File: src/rtl/vtp_pkg.sv
`timescale 1ns / 1ps
package vtp_pkg;
  localparam int CoordW = 16;
  localparam int RowW   = 64;
  localparam int AccW   = 32;
  localparam int QuoW   = 17;
  localparam int DivSteps = QuoW;
  localparam int MulLat = 2;
  localparam int DivLat = DivSteps + 2;
  localparam int Latency = MulLat + DivLat;

  typedef logic signed [CoordW-1:0] coord_t;
  typedef logic signed [AccW-1:0] acc_t;
  typedef logic [1:0] reg_idx_t;

  localparam reg_idx_t RegRow0 = 2'd0;
  localparam reg_idx_t RegRow1 = 2'd1;
  localparam reg_idx_t RegRow2 = 2'd2;
  localparam reg_idx_t RegRow3 = 2'd3;

  localparam logic [RowW-1:0] Row3Reset = 64'd256;

  function automatic coord_t coef(input logic [RowW-1:0] row, input logic [1:0] col);
    coef = coord_t'(row[(3 - col) * CoordW +: CoordW]);
  endfunction
endpackage

File: src/rtl/vtp_div.sv
`timescale 1ns / 1ps
module vtp_div (
  input  logic            clk,
  input  logic            en,
  input  vtp_pkg::acc_t   num,
  input  vtp_pkg::acc_t   den,
  output vtp_pkg::coord_t quo
);
  import vtp_pkg::*;

  localparam int WideW = AccW + QuoW;

  logic [AccW-1:0] rem [DivSteps+1];
  logic [AccW-1:0] dmag [DivSteps+1];
  logic [QuoW-1:0] qb [DivSteps+1];
  logic            neg [DivSteps+1];
  logic            ovf [DivSteps+1];

  logic [AccW-1:0] an;
  logic [AccW-1:0] ad;

  assign an = num[AccW-1] ? AccW'(-num) : AccW'(num);
  assign ad = den[AccW-1] ? AccW'(-den) : AccW'(den);

  always_ff @(posedge clk) begin
    if (en) begin
      rem[0]  <= an;
      dmag[0] <= ad;
      qb[0]   <= '0;
      neg[0]  <= num[AccW-1] ^ den[AccW-1];
      ovf[0]  <= {{QuoW{1'b0}}, an} >= {ad, {QuoW{1'b0}}};
    end
  end

  for (genvar k = 0; k < DivSteps; k++) begin : g_step
    localparam int Bit = DivSteps - 1 - k;
    logic [WideW-1:0] dsh;
    logic             ge;
    assign dsh = {{QuoW{1'b0}}, dmag[k]} << Bit;
    assign ge  = {{QuoW{1'b0}}, rem[k]} >= dsh;
    always_ff @(posedge clk) begin
      if (en) begin
        rem[k+1]     <= ge ? rem[k] - dsh[AccW-1:0] : rem[k];
        qb[k+1]      <= qb[k] | (ge ? QuoW'(1) << Bit : '0);
        dmag[k+1]    <= dmag[k];
        neg[k+1]     <= neg[k];
        ovf[k+1]     <= ovf[k];
      end
    end
  end

  logic [QuoW-1:0] mag;
  assign mag = qb[DivSteps];

  always_ff @(posedge clk) begin
    if (en) begin
      if (neg[DivSteps]) begin
        if (ovf[DivSteps] || mag > QuoW'(32768)) quo <= coord_t'(16'h8000);
        else quo <= coord_t'(-mag);
      end else begin
        if (ovf[DivSteps] || mag > QuoW'(32767)) quo <= coord_t'(16'h7fff);
        else quo <= coord_t'(mag);
      end
    end
  end
endmodule

File: config.mk
export PLATFORM = sky130hd
export DESIGN_NAME = vtp_div
export DESIGN_NICKNAME = d
export VERILOG_FILES = /design/src/rtl/vtp_pkg.sv /design/src/rtl/vtp_div.sv
export SDC_FILE = /design/constraint.sdc
export NUM_CORES = 2
export LEC_CHECK = 0
export ABC_AREA = 1
export BUFFER_PORTS_ARGS = -buffer_cell sky130_fd_sc_hd__buf_2
export CORE_ASPECT_RATIO = 0.8
export CORE_UTILIZATION = 55
export CTS_CLUSTER_DIAMETER = 100
export DETAILED_ROUTE_END_ITERATION = 10
export HOLD_SLACK_MARGIN = 0.12
export MAX_ROUTING_LAYER = met4
export PLACE_DENSITY_LB_ADDON = 0.25
export SYNTH_ARGS = -nofsm -noshare
export SYNTH_HDL_FRONTEND = slang
export SYNTH_SLANG_ARGS = --single-unit
File: constraint.sdc
create_clock -name clk -period 3.8 [get_ports clk]
set_clock_uncertainty 0.2 [all_clocks]
set_input_delay 0.38 -clock clk [delete_from_list [all_inputs] [get_ports clk]]
set_output_delay 0.38 -clock clk [all_outputs]
set_load 0.01 [all_outputs]
Word-level counts from Yosys, hierarchy flattened
Memories as Yosys holds them, arrays and structs flattened. Cells that the tools add are included.

Memories: 5. Bits in registers: 16. Memory bits (writable): 1494. Input port bits: 66.

Memories: dmag (words 18, bits a word 32, read ports 17, clocked after memory_dff 0, write ports 18, RTL line vtp_div.sv:14) `logic [AccW-1:0] dmag [DivSteps+1];`; rem (words 18, bits a word 32, read ports 17, clocked after memory_dff 0, write ports 18, RTL line vtp_div.sv:13) `logic [AccW-1:0] rem [DivSteps+1];`; qb (words 18, bits a word 17, read ports 18, clocked after memory_dff 0, write ports 18, RTL line vtp_div.sv:15) `logic [QuoW-1:0] qb [DivSteps+1];`; neg (words 18, bits a word 1, read ports 18, clocked after memory_dff 0, write ports 18, RTL line vtp_div.sv:16) `logic neg [DivSteps+1];`; ovf (words 18, bits a word 1, read ports 18, clocked after memory_dff 0, write ports 18, RTL line vtp_div.sv:17) `logic ovf [DivSteps+1];`.

Multiplexer cells: 41. Reductions and logical operators: 2. Order comparisons: 20. Bitwise operators: 18. Add/subtract/negate cells: 20.

Operators with widths (count): $mux 32 (19); $sub 32x32->32 (17); $mux 16 (4); $neg 32->32 (2); $ge 32x49->1 (1); $ge 32x48->1 (1); $ge 32x47->1 (1); $ge 32x46->1 (1); $ge 32x45->1 (1); $ge 32x44->1 (1); $ge 32x43->1 (1); $ge 32x42->1 (1); $ge 32x41->1 (1); $ge 32x40->1 (1); $ge 32x39->1 (1); $ge 32x38->1 (1); $ge 32x37->1 (1); $ge 32x36->1 (1); $ge 32x35->1 (1); $ge 32x34->1 (1); $ge 32x33->1 (1); $ge 32x32->1 (1); $gt 17x15->1 const B (1); $gt 17x16->1 const B (1); other kinds (36) (39).

Logic depth before layout (Yosys ltp)
An unclocked memory read counts as a cell.

Depth in word-level cells: 5. Mapped depth: 23. Gate-level depth less buffers: 23.

Worst setup path before layout
No wires, ideal clock.

Path kind: input -> register. Start: input num[1]. End: memory ovf[0] (data pin). Arrival: 2.794 ns. Buffers on the path: 0. Stages: 23. Path slack: 0.679 ns. Cells stage by stage: inv_1 -> ha_1 -> nand2_1 -> nor2_1 -> nand2_1 -> nor2_2 -> a21oi_1 -> a21oi_1 -> o21ai_1 -> xor2_1 -> ha_1 -> nand2_1 -> nor2_1 -> nand4_1 -> nor2_1 -> nand3_1 -> nor2_1 -> nand2_1 -> nor2_1 -> nand2_1 -> nand3_1 -> nand2_1 -> inv_1.

RTL lines: from (decl) (RTL line vtp_div.sv:5) `input vtp_pkg::acc_t num,`; to (decl) (RTL line vtp_div.sv:17).

==> impl_summary.txt <==
----------------------------------------------------
[Yosys]
  Mapped cell area ... 71,450 um2
  Seq cells post-synth ... 1,293
  Syn Nets ... 7,887
  Fraction of the yosys area taken by sequential cells ... 54.34%
  Post-synthesis instance total ... 7,378
  EDFF count, synth ... 1,293
  Yosys cell types ... 64
  Synth async-reset ratio ... 0%
  Yosys synthesis warning count ... 0
  Most used DFF post-synth ... sky130_fd_sc_hd__edfxtp_1
  Mean post-synth cell area ... 9.685 um2

[Power and ir drop]
  Net switching power of the design ... 10,440 uW
  Clk network pwr share ... 36.3%
  Cell leakage power ... 0.03392 uW
  Combinational share of power ... 16.1%
  Total internal power ... 26,620 uW
  Total power ... 37,070 uW
  Register share of total power ... 47.6%
  PD cells ... 461.8 nW/um2
  Switching share of total power ... 28.18%
  Max VDD drop ... 503.2 uV

[STA]
  Final hold vios ... 0
  Final min period ... 3.594 ns
  Period utilization ... 94.57%
  Count of final setup violators ... 0
  Total negative slack for setup checks ... 0 ns
  Slew headroom ... 4.561%
  Highest Clock Rate ... 278.3 MHz
  Transition time of the tightest slew-check pin ... 1.417 ns
  PnR worst setup slack ... 0.2064 ns
  Fin. max-slew vios ... 0
  Unrepaired setup endpoints after global routing ... false

[Worst setup path]
  Highest-delay cell along the critical path ... sky130_fd_sc_hd__dlygate4sd3_1
  Setup crit start kind ... input port
  Reg-to-Reg Start ... dmag[4][0]
  Capture point of the worst reg-to-reg path ... rem[5][12]
  Crit path buffers/inverters ... 5
  R2r worst-path depth ... 12
  Required time of the critical path ... 4.26 ns
  Top Family by Delay on Critical Path ... buffers and inverters
  Largest fanout of any net on the critical path ... 3
  CP Capture Type ... flip-flop
  Largest stage delay on the critical path ... 0.56 ns
  Crit path DAT ... 4.05 ns
  Reg2Reg Setup Slack ... 0.48 ns
  Setup Crit Path Kind ... in2reg
  Ordered list of cells on the worst path ... dlygate4sd3_1 -> buf_2 -> nor2_4 -> nand3_2 -> nor3_4 -> dlygate4sd3_1 -> nand2_1 -> dlygate4sd3_1 -> nor2_1 -> ha_1 -> nand2_1 -> nor2_1 -> nand4_1 -> nor2_1 -> nand3_1 -> nor2_1 -> nand2_1 -> nor2_1 -> nand2_1 -> nand3_1 -> nand2_1 -> inv_1

[Detailed routing]
  Routed len/inst ... 22.38 um
  Final WL ... 214,300 um
  Drt drc ... 0
  Drt pass-1 iters ... 7
  Number of vias after detailed routing ... 54.95k
  Drt initial violations ... 6,372
  Via/cell ratio ... 5.741
  ANT nets after route ... 0

[Global routing]
  Antenna violations before repair ... 10
  Overflow left after global routing ... 0
  GRT Total Usage ... 33.65%
  Number of global-route vias before repair ... 51.89k
  Largest net degree at the start of global routing ... 85
  First-pass GRT wire length ... 319,600 um

[Layout]
  Net count reported at finish ... 8,251
  Layout cells sized above 1 ... 6.756%
  Cell area after layout ... 80,260 um2
  Post-route core utilization ... 62.66%
  Layout Area Growth over Synthesis ... 12.33%

[Floorplan]
  Initial Utilization ... 55.78%
  Overall die width ... 405.0 um
  Row cnt ... 117
  I/O pin total ... 82
  Core Region ... 128,100 um2
  Y dimension of the die ... 324.4 um
  Die Footprint ... 131,400 um2

[Hold path]
  Cell depth of the worst min-delay path ... 4
  Hold wc startpoint ... num[31]
  Type of the most critical hold path ... in2reg
  WHS Endpoint ... rem[0][23]

[Clock network]
  Worst-skew pair later-pin latency ... 0.81 ns
  Root buffer selected by CTS ... sky130_fd_sc_hd__clkbuf_16
  TritonCTS clock tree ... built
  Clock-pin slew on the worst setup and hold paths ... 0.06 ns
  TritonCTS Buffers ... 132
  CTS sink count ... 1,293
  Clock Path Buffers ... 3
  Number of levels in the clock H-tree ... 4

[Placement]
  Placement Cell Area ... 74,690 um2
  Placement Setup Slack ... 0.2004 ns
  Buffers on Ports ... 81
  RePlAce Congestion ... 1.034
  Detailed-placement wirelength estimate ... 170,800 um

[Outcome]
  Result of the run ... completed

[Run]
  Max-Cap Viols ... 0

----------------------------------------------------
==> flip-flops by register name, summed over array words and instances, names as in the netlist <==
register  cells
dmag        544
rem         544
qb          153
neg          18
ovf          18
quo          16
==> per-layer routing <==
metal	share of wire, %	vias to the layer above	global-route usage, %
li1	-	26073	-
met1	45	26120	49.22
met2	40	2433	45.34
met3	12	323	9.517
met4	2.9	0	9.412
met5	0	-	-
==> timing repair <==
action,CTS,global route
setup endpoints to repair,0,1
hold buffers,110,0
setup buffers,0,1
gates resized for setup,0,5
endpoints found under the hold margin,188,0
==> worst reg2reg max path, delay by kind of cell, from the launching register on <==
kind | cells | cell delay [ns]
AND/OR/NAND/NOR | 5 | 0.49
flip-flops | 1 | 0.61
AO/OA/AOI/OAI | 3 | 0.55
adder cells (fa/ha/maj) | 2 | 0.81
buffers and inverters | 2 | 0.43
==> through the flow <==
| step | hold slack, ns | std cells |
|---|---|---|
| after floorplan | 0.2003 | 7378 |
| after CTS | 0.1250 | 9569 |
| after global placement | 0.2008 | 9222 |
| final | 0.1740 | 9572 |
| after detailed placement | 0.2045 | 9222 |
| after global routing | 0.1659 | 9570 |
==> cells in the final DEF (no fill, tap or decap), types with 8 or more instances in the layout <==
| master | instances |
|---|---|
| sky130_fd_sc_hd__a21boi_0 | 25 |
| sky130_fd_sc_hd__a21o_1 | 36 |
| sky130_fd_sc_hd__a21oi_1 | 514 |
| sky130_fd_sc_hd__a21oi_2 | 9 |
| sky130_fd_sc_hd__a31oi_1 | 24 |
| sky130_fd_sc_hd__buf_12 | 25 |
| sky130_fd_sc_hd__buf_2 | 80 |
| sky130_fd_sc_hd__buf_4 | 104 |
| sky130_fd_sc_hd__bufinv_16 | 18 |
| sky130_fd_sc_hd__clkbuf_1 | 19 |
| sky130_fd_sc_hd__clkbuf_16 | 132 |
| sky130_fd_sc_hd__clkinv_1 | 21 |
| sky130_fd_sc_hd__clkinv_2 | 17 |
| sky130_fd_sc_hd__dlygate4sd3_1 | 110 |
| sky130_fd_sc_hd__edfxtp_1 | 1293 |
| sky130_fd_sc_hd__fa_1 | 16 |
| sky130_fd_sc_hd__ha_1 | 427 |
| sky130_fd_sc_hd__inv_1 | 1064 |
| sky130_fd_sc_hd__inv_6 | 8 |
| sky130_fd_sc_hd__nand2_1 | 1534 |
| sky130_fd_sc_hd__nand2_2 | 15 |
| sky130_fd_sc_hd__nand3_1 | 331 |
| sky130_fd_sc_hd__nand3_2 | 17 |
| sky130_fd_sc_hd__nand3b_1 | 34 |
| sky130_fd_sc_hd__nand4_1 | 151 |
| sky130_fd_sc_hd__nor2_1 | 654 |
| sky130_fd_sc_hd__nor2_2 | 9 |
| sky130_fd_sc_hd__nor3_1 | 110 |
| sky130_fd_sc_hd__nor4_1 | 94 |
| sky130_fd_sc_hd__o211ai_1 | 11 |
| sky130_fd_sc_hd__o21a_1 | 14 |
| sky130_fd_sc_hd__o21ai_0 | 331 |
| sky130_fd_sc_hd__o21ai_1 | 71 |
| sky130_fd_sc_hd__o21ai_2 | 34 |
| sky130_fd_sc_hd__o21bai_1 | 35 |
| sky130_fd_sc_hd__o221ai_1 | 9 |
| sky130_fd_sc_hd__or2_2 | 10 |
| sky130_fd_sc_hd__xnor2_1 | 128 |
| sky130_fd_sc_hd__xor2_1 | 221 |
==> power by group through the flow <==
stage	combinational [uW]	clock [uW]	sequential, uW
2_1_floorplan	3950	0	17400
3_3_place_gp	5690	0	17900
3_5_place_dp	5720	0	17900
4_1_cts	5860	13600	17600
5_1_grt	6620	14200	17700
6_report	5960	13500	17700
==> cell usage after synthesis, types with 111 or more instances <==
library cell,instances,area share (%)
sky130_fd_sc_hd__ha_1,427,7.5
sky130_fd_sc_hd__edfxtp_1,1293,54
sky130_fd_sc_hd__nor3_1,111,0.78
sky130_fd_sc_hd__xnor2_1,128,1.6
sky130_fd_sc_hd__nand3_1,332,2.3
sky130_fd_sc_hd__xor2_1,221,2.7
sky130_fd_sc_hd__nor2_1,655,3.4
sky130_fd_sc_hd__inv_1,1064,5.6
sky130_fd_sc_hd__o21ai_0,332,2.3
sky130_fd_sc_hd__nand2_1,1534,8.1
sky130_fd_sc_hd__a21oi_1,514,3.6
sky130_fd_sc_hd__nand4_1,151,1.3
==> worst max-delay path by stage <==
stage | start | slack [ns] | end | cells after the start
final | num[24] | 0.21 | ovf[0] | 22
after detailed placement | num[1] | 0.20 | ovf[0] | 24
after global routing | num[24] | 0.02 | ovf[0] | 22
after CTS | num[24] | 0.08 | ovf[0] | 22
after global placement | num[0] | 0.11 | ovf[0] | 24
after floorplan | num[1] | 0.68 | ovf[0] | 23
==> cell type report <==
| class | count | area [um2] |
|---|---|---|
| clock buffers | 151 | 3374 |
| clock inverters | 86 | 1066 |
| multi-input cells | 4929 | 28040 |
| well taps | 1725 | 2158 |
| inverters | 1067 | 4005 |
| flip-flops and latches | 1293 | 38830 |
| diodes | 2 | 5.005 |
| fillers | 10582 | 47830 |
| repair buffers | 319 | 2783 |
==> logic make-up after synthesis <==
group	after synthesis	synth area share, %
AOI/OAI and AO/OA	1144	8.899
xor gates and xnor gates	349	4.278
adders and majority gates	443	7.925
buffers and inverters	1156	6.493
DFF	1293	54.34
and+or+nand+nor	2993	18.07
(Power assumes the default switching activity.)
